===== config.mk =====
export PLATFORM = sky130hd
export DESIGN_NAME = bco_edges
export DESIGN_NICKNAME = d
export VERILOG_FILES = /design/src/rtl/core/bco_pkg.sv /design/src/rtl/core/bco_edges.sv
export SDC_FILE = /design/constraint.sdc
export NUM_CORES = 1
export LEC_CHECK = 0
export ABC_CLOCK_PERIOD_IN_PS = 9070
export BUFFER_PORTS_ARGS = -buffer_cell sky130_fd_sc_hd__buf_2
export CAP_MARGIN = 30
export CORE_ASPECT_RATIO = 0.5
export CORE_MARGIN = 3
export CORE_UTILIZATION = 55
export DETAILED_ROUTE_END_ITERATION = 16
export PLACE_DENSITY = 0.87
export SYNTH_ARGS = -nofsm -noshare
export SYNTH_HDL_FRONTEND = slang
export SYNTH_SLANG_ARGS = --single-unit

===== constraint.sdc =====
create_clock -name clk -period 9.07 [get_ports clk]
set_input_delay 1.814 -clock clk [delete_from_list [all_inputs] [get_ports clk]]
set_output_delay 1.814 -clock clk [all_outputs]
set_load 0.01 [all_outputs]

===== src/rtl/core/bco_pkg.sv =====
package bco_pkg;

	localparam int COORD_BITS = 16;
	localparam int SIZE_BITS  = COORD_BITS - 1;
	localparam int EDGE_BITS  = COORD_BITS + 1;
	localparam int DIFF_BITS  = COORD_BITS + 2;
	localparam int MAG_BITS   = COORD_BITS;
	localparam int RAD_BITS   = COORD_BITS;
	localparam int SQ_BITS    = 2 * COORD_BITS;
	localparam int SUM_BITS   = SQ_BITS + 1;

	typedef logic signed [COORD_BITS-1:0] coord_t;
	typedef logic [SIZE_BITS-1:0]         size_t;
	typedef logic signed [EDGE_BITS-1:0]  edge_t;
	typedef logic signed [DIFF_BITS-1:0]  diff_t;
	typedef logic [MAG_BITS-1:0]          mag_t;
	typedef logic [RAD_BITS-1:0]          rad_t;
	typedef logic [SQ_BITS-1:0]           sq_t;

	typedef struct packed {
		coord_t x;
		coord_t y;
		logic   is_circle;
		size_t  width;
		size_t  height;
		size_t  radius;
	} shape_t;

	// extent of a shape; a circle collapses to its centre
	typedef struct packed {
		edge_t x0;
		edge_t x1;
		edge_t y0;
		edge_t y1;
	} extent_t;

	typedef struct packed {
		extent_t first;
		extent_t second;
		logic    first_circle;
		logic    second_circle;
		rad_t    radius;
	} edge_stage_t;

	typedef struct packed {
		logic  box_box;
		logic  box_hit;
		diff_t dl_x;
		diff_t dr_x;
		diff_t dl_y;
		diff_t dr_y;
		rad_t  radius;
	} clamp_stage_t;

	typedef struct packed {
		logic box_box;
		logic box_hit;
		sq_t  sq_x;
		sq_t  sq_y;
		sq_t  sq_r;
	} square_stage_t;

endpackage


===== src/rtl/core/bco_edges.sv =====
module bco_edges (
	input  logic                 clk,
	input  logic                 en,
	input  bco_pkg::shape_t      first,
	input  bco_pkg::shape_t      second,
	output bco_pkg::edge_stage_t edge_s1
);

	function automatic bco_pkg::extent_t extent(input bco_pkg::shape_t s);
		bco_pkg::extent_t e;
		bco_pkg::edge_t   w;
		bco_pkg::edge_t   h;
		w    = s.is_circle ? '0 : $signed(bco_pkg::EDGE_BITS'(s.width));
		h    = s.is_circle ? '0 : $signed(bco_pkg::EDGE_BITS'(s.height));
		e.x0 = bco_pkg::EDGE_BITS'(s.x);
		e.y0 = bco_pkg::EDGE_BITS'(s.y);
		e.x1 = e.x0 + w;
		e.y1 = e.y0 + h;
		return e;
	endfunction

	bco_pkg::edge_stage_t nxt;

	always_comb begin
		nxt.first         = extent(first);
		nxt.second        = extent(second);
		nxt.first_circle  = first.is_circle;
		nxt.second_circle = second.is_circle;
		if (first.is_circle && second.is_circle) begin
			nxt.radius = bco_pkg::RAD_BITS'(first.radius) + bco_pkg::RAD_BITS'(second.radius);
		end else if (first.is_circle) begin
			nxt.radius = bco_pkg::RAD_BITS'(first.radius);
		end else begin
			nxt.radius = bco_pkg::RAD_BITS'(second.radius);
		end
	end

	always_ff @(posedge clk) begin
		if (en) begin
			edge_s1 <= nxt;
		end
	end

endmodule


* Word level (Yosys, flattened, before mapping)
Index checks and enable logic that the tools add are counted.
** Word-level totals
- Register bits after elaboration :: 150
- Output and inout port bits :: 154
- Input bits :: 158
- Logic and storage cells :: 23
** Operators by class
- Reductions and logical operators :: 1
- Add/subtract/negate cells :: 5
- Multiplexer cells :: 6
** Operators by type and width (number)
- two-way mux 15 bit :: 5
- adder 16 x 16 -> 17 bit :: 4
- adder 15 x 15 -> 16 bit :: 1
- two-way mux 16 bit :: 1
- logical AND 1 bit :: 1

* Depth between registers and ports, before layout
Gate-level depths: netlist (run 1).
- Depth after elaboration :: 2
- Mapped depth :: 11
- Depth with buffers taken out :: 9

* Least setup slack after synthesis (run 1)
OpenSTA, ideal clock, no wires.
- Kind :: input to register
- Start point :: in second[45] in the netlist's numbering
- End point :: reg edge_s1[28] in the netlist's numbering (data pin)
- Buffers on the path :: 2
- Library setup time :: 195 ps
- Data arrival time :: 4067 ps
- Path slack :: 4808 ps
- Cell stages on the path :: 10
- Data required time :: 8875 ps
- Path through :: clkbuf_1 clkbuf_1 nor2b_1 ha_1 fa_1 a211oi_1 o21bai_1 a21oi_1 o21ai_0 o311ai_0
** RTL lines
- start, declared :: line bco_edges.sv:5 : input bco_pkg::shape_t second,
- end signal, assigned :: line bco_edges.sv:40 : edge_s1 <= nxt;
- end, declared :: line bco_edges.sv:6 : output bco_pkg::edge_stage_t edge_s1

==> flow_metrics.tcl, run 1 <==
set metrics [dict create \
    cts_buffers 17 \
    cts_max_level 4 \
    ys.flop_type "edfxtp_1" \
    status "complete, no violations" \
    syn_to_final_growth_pct 26.4 \
    vias_per_cell 5.68 \
    cts-root-buf "clkbuf_16" \
    wl_um 23100 \
    max_clock_freq_mhz 225 \
    first_pass_iters 5 \
    cp_max_fo 52 \
    netlist_instances 788 \
    post-route-min-period_ns 4.44 \
    synth_edf_count 150 \
    core_region_area_mm2 0.0157 \
    globalRouteTotalUtil_pct 24.5 \
    hp-class "input pin to flop" \
    vdd_ir_drop_max_mv 0.116 \
    synthesis.area_mm2 0.00894 \
    ant_nets 0 \
    vias 7589 \
    layout.cells.most_common "buf_2" \
    wl_per_cell_um 17.3 \
    yosysWarnings 0 \
    largest-register "edge_s1" \
    hold_depth 1 \
    tightest_slew_ns 0.954 \
    rsz0062_at_grt "false" \
    finalSetupViolations 0 \
    grt_start_max_net_pins 80 \
    async_flop_share_pct 0 \
    placed_cell_area_mm2 0.0107 \
    syn_area_per_cell_um2 11.3 \
    slew_headroom_pct 36.4 \
    die_w_um 186 \
    crit_start "second[45]" \
    dieHeight_um 96.2 \
    synth-seq-cells 150 \
    endpoint "edge_s1[62]" \
    rows 32 \
    drtIter0Drc 427 \
    end_kind "flop" \
    largest_register_ffs 150 \
    post_cts_resized 0 \
    drive_above_1_share_pct 32.3 \
    syn_nets 1026 \
    gr-total-overflow 0 \
    leakagePower_uw 0.00497 \
    antenna_found_initial 4 \
    arrival_ns 4.60 \
    final_max_slew_viol_count 0 \
    largestRegisters "edge_s1 x150" \
    start_kind "input pin" \
    hold_buffers 0 \
    synth_cell_type_count 62 \
    cts_tree "yes" \
    grt_pass1_vias 7413 \
    portBuffers 311 \
    io_pins 312 \
    drc 0 \
    finalCritPeriodShare_pct 48.9 \
    dp_worst_setup_slack_ns 4.26 \
    finalWeightedCongestion 0.929 \
    initial_core_util_pct 57.1 \
    design.die.area_mm2 0.0179 \
    cts.sink_count 150 \
    layout.nets 1338 \
    cp.required_ns 9.24 \
    cts_setup_buffers 0 \
    cts.path.max_buffers 2 \
    synth_seq_area_share_pct 50.4 \
    fin_ws_ns 4.63 \
    hold_viol 0 \
    fin_setup_tns_ns 0 \
    grt_pass1_wl_um 35400 \
    critical_path_class "input pin to flop" \
    design_area_mm2 0.0113 \
    layout_common_cells "310 x buf_2, 150 x edfxtp_1, 75 x nor2b_1, 75 x ha_1, 65 x a21oi_1" \
    hpwl_um 17300 \
    holdWs_ns 1.59 \
    p_per_area_mw_per_mm2 182 \
    clk_pin_slew_ns 0.07 \
    maxCapViolCount 0 \
]
==> per-stage QoR <==
stage	util [%]	instances	total power [µW]
2_1_floorplan	-	788	1160
3_3_place_gp	68.4	1302	1330
3_5_place_dp	68.4	1302	1350
4_1_cts	72.2	1334	2060
5_1_grt	72.2	1335	2140
6_report	72.2	1335	2060
==> synthesized netlist by cell type, types with 5 or more instances <==
| master | n | share of area, % |
|---|---|---|
| a211oi_1 | 11 | 0.92 |
| a21o_1 | 17 | 1.4 |
| a21oi_1 | 65 | 3.6 |
| a31oi_1 | 8 | 0.56 |
| and3_1 | 6 | 0.42 |
| clkbuf_1 | 14 | 0.59 |
| edfxtp_1 | 150 | 50 |
| fa_1 | 5 | 1.1 |
| ha_1 | 75 | 10 |
| inv_1 | 25 | 1.0 |
| mux2i_1 | 12 | 1.3 |
| nand2_1 | 41 | 1.7 |
| nand2b_1 | 5 | 0.35 |
| nand3_1 | 16 | 0.90 |
| nand3b_1 | 6 | 0.50 |
| nand4_1 | 7 | 0.49 |
| nor2_1 | 52 | 2.2 |
| nor2b_1 | 75 | 5.2 |
| nor3_1 | 24 | 1.3 |
| o211ai_1 | 8 | 0.67 |
| o21a_1 | 12 | 1.0 |
| o21ai_0 | 31 | 1.7 |
| o21bai_1 | 7 | 0.59 |
| xnor2_1 | 34 | 3.3 |
| xor2_1 | 12 | 1.2 |
==> cell type report <==
cell class              instances  area (µm²)
clock inverters                13         155
well taps                     221         277
clock buffers                  19         433
diodes                          1        2.50
repair buffers                314        1590
flip-flops and latches        150        4500
multi-input cells             592        4250
fillers                      1145        4350
inverters                      25        93.8
==> power breakdown <==
part,switching (µW),internal [µW],leakage (µW),total (µW)
Sequential,20.0,858,0.00147,878
Clock,285,432,0.000285,718
Combinational,263,197,0.00322,459
==> cell families (layout without fill, tap and decap cells) <==
family,Yosys count,in the layout,share of synthesized area (%)
and+or+nand+nor,246,246,14.4
xor gates and xnor gates,46,46,4.51
AOI/OAI and AO/OA,207,207,15.5
muxes,13,13,1.47
buffers and inverters,46,371,2.10
other,0,1,0
DFF,150,150,50.4
adders and majority gates,80,80,11.6
==> how the worst min path moves through the flow <==
stage,endpoint,start,slack [ns]
floorplan,edge_s1[103],first[46],1.91
global placement,edge_s1[151],first[76],2.01
detailed placement,edge_s1[46],second[57],2.01
CTS,edge_s1[46],second[57],1.57
global route,edge_s1[45],second[56],1.57
finish,edge_s1[46],second[57],1.59
==> worst max-delay path, stage by stage <==
cell	delay (ns)
buf_2	0.07
buf_4	0.50
nor2b_1	0.12
ha_1	0.25
fa_1	0.41
a21oi_1	0.29
o211ai_1	0.17
a2111o_1	0.45
a31o_2	0.25
a21oi_1	0.17
xnor2_1	0.08
==> routing by layer <==
metal | up-vias | track usage, % | wire [µm]
li1 | 3611 | - | -
met5 | - | 0 | 28
met1 | 3596 | 27.9 | 8900
met4 | 6 | 8.61 | 520
met3 | 44 | 6.29 | 1720
met2 | 332 | 45.8 | 11900
Note: power is estimated with default switching activity, not from simulation.
==> run 2, diff against run 1 <==
--- a/config.mk
+++ b/config.mk
@@ -5,14 +5,15 @@
 export SDC_FILE = /design/constraint.sdc
 export NUM_CORES = 1
 export LEC_CHECK = 0
-export ABC_CLOCK_PERIOD_IN_PS = 9070
+export ABC_AREA = 1
+export ABC_CLOCK_PERIOD_IN_PS = 3700
 export BUFFER_PORTS_ARGS = -buffer_cell sky130_fd_sc_hd__buf_2
 export CAP_MARGIN = 30
 export CORE_ASPECT_RATIO = 0.5
 export CORE_MARGIN = 3
-export CORE_UTILIZATION = 55
+export CORE_UTILIZATION = 47
 export DETAILED_ROUTE_END_ITERATION = 16
-export PLACE_DENSITY = 0.87
+export PLACE_DENSITY = 0.78
 export SYNTH_ARGS = -nofsm -noshare
 export SYNTH_HDL_FRONTEND = slang
 export SYNTH_SLANG_ARGS = --single-unit
==> constraint.sdc (replaced) <==
create_clock -name clk -period 3.7 [get_ports clk]
set_input_delay 0.74 -clock clk [delete_from_list [all_inputs] [get_ports clk]]
set_output_delay 0.74 -clock clk [all_outputs]
set_load 0.01 [all_outputs]
==> run 2 against run 1 <==
Compared with the run above: flip-flop and latch count unchanged; critical endpoint is now edge_s1[94]; combinational power increased by 150%; clock power grew 140%; sequential power rose by 140%; critical path type unchanged.
==> flow_metrics.tcl, run 2 <==
set metrics [dict create \
    status "complete, no violations" \
    finalWeightedCongestion 0.962 \
    vias 8300 \
    design.die.area_mm2 0.0216 \
    grt_start_max_net_pins 65 \
    cts_max_level 4 \
    antenna_found_initial 1 \
    synth_edf_count 150 \
    cts.sink_count 150 \
    post-route-min-period_ns 2.50 \
    cts.path.max_buffers 2 \
    ant_nets 0 \
    cp.required_ns 3.85 \
    hp-class "input pin to flop" \
    netlist_instances 1048 \
    grt_pass1_wl_um 41100 \
    leakagePower_uw 0.00585 \
    layout.cells.most_common "buf_2" \
    core_region_area_mm2 0.0189 \
    finalCritPeriodShare_pct 67.7 \
    gr-total-overflow 0 \
    hold_viol 0 \
    power_uw 5010 \
    vias_per_cell 5.05 \
    cts_tree "yes" \
    drtIter0Drc 536 \
    hpwl_um 20600 \
    arrival_ns 2.66 \
    drive_above_1_share_pct 27.0 \
    fin_setup_tns_ns 0 \
    syn_to_final_growth_pct 26.1 \
    crit_start "first[45]" \
    synth_cell_type_count 28 \
    final_max_slew_viol_count 0 \
    initial_core_util_pct 49.2 \
    synthesis.area_mm2 0.00931 \
    clk_pin_slew_ns 0.07 \
    rsz0062_at_grt "false" \
    wl_per_cell_um 15.8 \
    layout.nets 1608 \
    slew_headroom_pct 51.2 \
    io_pins 312 \
    maxCapViolCount 0 \
    placed_cell_area_mm2 0.0112 \
    largestRegisters "edge_s1 x150" \
    largest_register_ffs 150 \
    synth_seq_area_share_pct 48.4 \
    start_kind "input pin" \
    tightest_slew_ns 0.732 \
    synth-seq-cells 150 \
    p_per_area_mw_per_mm2 427 \
    max_clock_freq_mhz 399 \
    synthTopCellsByCount "231 x nand2_1, 150 x edfxtp_1, 145 x nor2_1, 125 x inv_1, 75 x ha_1" \
    synth.most_common_cell "nand2_1" \
    yosysTopAreaCellShare_pct 48.4 \
    globalRouteTotalUtil_pct 23.7 \
    post_cts_resized 0 \
    ys.flop_type "edfxtp_1" \
    grt_pass1_vias 8189 \
    cp_max_fo 17 \
    dp_worst_setup_slack_ns 0.782 \
    cts-root-buf "clkbuf_16" \
    synth_area_leaders "edfxtp_1 48%, ha_1 10%, nand2_1 9.3%, nor2_1 5.8%, inv_1 5.0%" \
    drc 0 \
    rows 35 \
    cts_setup_buffers 0 \
    critical_path_class "input pin to flop" \
    fin_ws_ns 1.20 \
    first_pass_iters 5 \
    portBuffers 311 \
    die_w_um 205 \
    worst_hold_startpoint "second[73]" \
    syn_area_per_cell_um2 8.88 \
    dieHeight_um 105 \
    finalSetupViolations 0 \
    design_area_mm2 0.0117 \
    async_flop_share_pct 0 \
    yosysWarnings 0 \
    end_kind "flop" \
    wl_um 25900 \
    syn_nets 1286 \
    largest-register "edge_s1" \
    layout_common_cells "310 x buf_2, 231 x nand2_1, 150 x edfxtp_1, 145 x nor2_1, 125 x inv_1" \
    vdd_ir_drop_max_mv 0.316 \
    cts_buffers 17 \
    yosysTopAreaCell "edfxtp_1" \
    hold_buffers 0 \
]
run 2: cell count changes after synthesis, sizes merged, moves of 9 or more:
cell	previous run	this run
a22oi	4	13
xor2	12	36
o21a	12	0
mux2i	12	0
inv	25	130
o21ai	31	55
nor2	52	146
nor3	24	4
nand2	41	243
xnor2	34	4
a211oi	11	0
nand3	16	75
nor2b	75	0
run 2: logic make-up after synthesis:
family | after synthesis | share of synthesized area (%)
buffers and inverters | 143 | 5.96
AOI/OAI and AO/OA | 153 | 9.10
xor gates and xnor gates | 40 | 3.76
and+or+nand+nor | 482 | 21.6
DFF | 150 | 48.4
adders and majority gates | 80 | 11.2
run 2: power breakdown:
part | internal, µW | total [µW] | leakage (µW) | switching [µW]
combinational | 431 | 1140 | 0.00412 | 707
clock | 943 | 1720 | 0.000270 | 772
sequential | 2100 | 2150 | 0.00147 | 51.6
total | 3480 | 5010 | 0.00585 | 1530
run 2: per-stage QoR:
stage,hold slack (ns),utilization [%],cells
after floorplan,0.839,-,1048
after global placement,0.940,59.0,1610
after detailed placement,0.938,59.0,1610
after CTS,0.490,62.0,1642
after global routing,0.488,62.0,1643
final,0.511,62.0,1643
run 2: final cells by class:
type	instances	area [µm²]
tap	259	324
multi-input combinational	755	4250
timing repair buffer	316	1600
antenna	1	2.50
inverter	130	488
sequential	150	4500
clock inverter	15	144
clock buffer	17	425
fill	1659	7180
run 2: worst paths after layout:
check           to  depth (start not counted)
max    edge_s1[94]                          9
min    edge_s1[80]                          1
run 2: critical path: stages:
cell and delay, ns:
buf_2 0.24, buf_4 0.29, nor2_1 0.09, ha_1 0.24, fa_1 0.43, nand2_1 0.11, o21ai_2 0.10, a21oi_1 0.30
xnor2_1 0.11
run 2: routing by layer:
| metal | wire (µm) | global-route usage (%) | up-vias |
|---|---|---|---|
| met5 | 0 | 0 | - |
| met4 | 483 | 6.87 | 0 |
| met2 | 12600 | 40.5 | 283 |
| met3 | 1480 | 4.38 | 32 |
| met1 | 11400 | 31.0 | 3811 |
| li1 | - | - | 4174 |
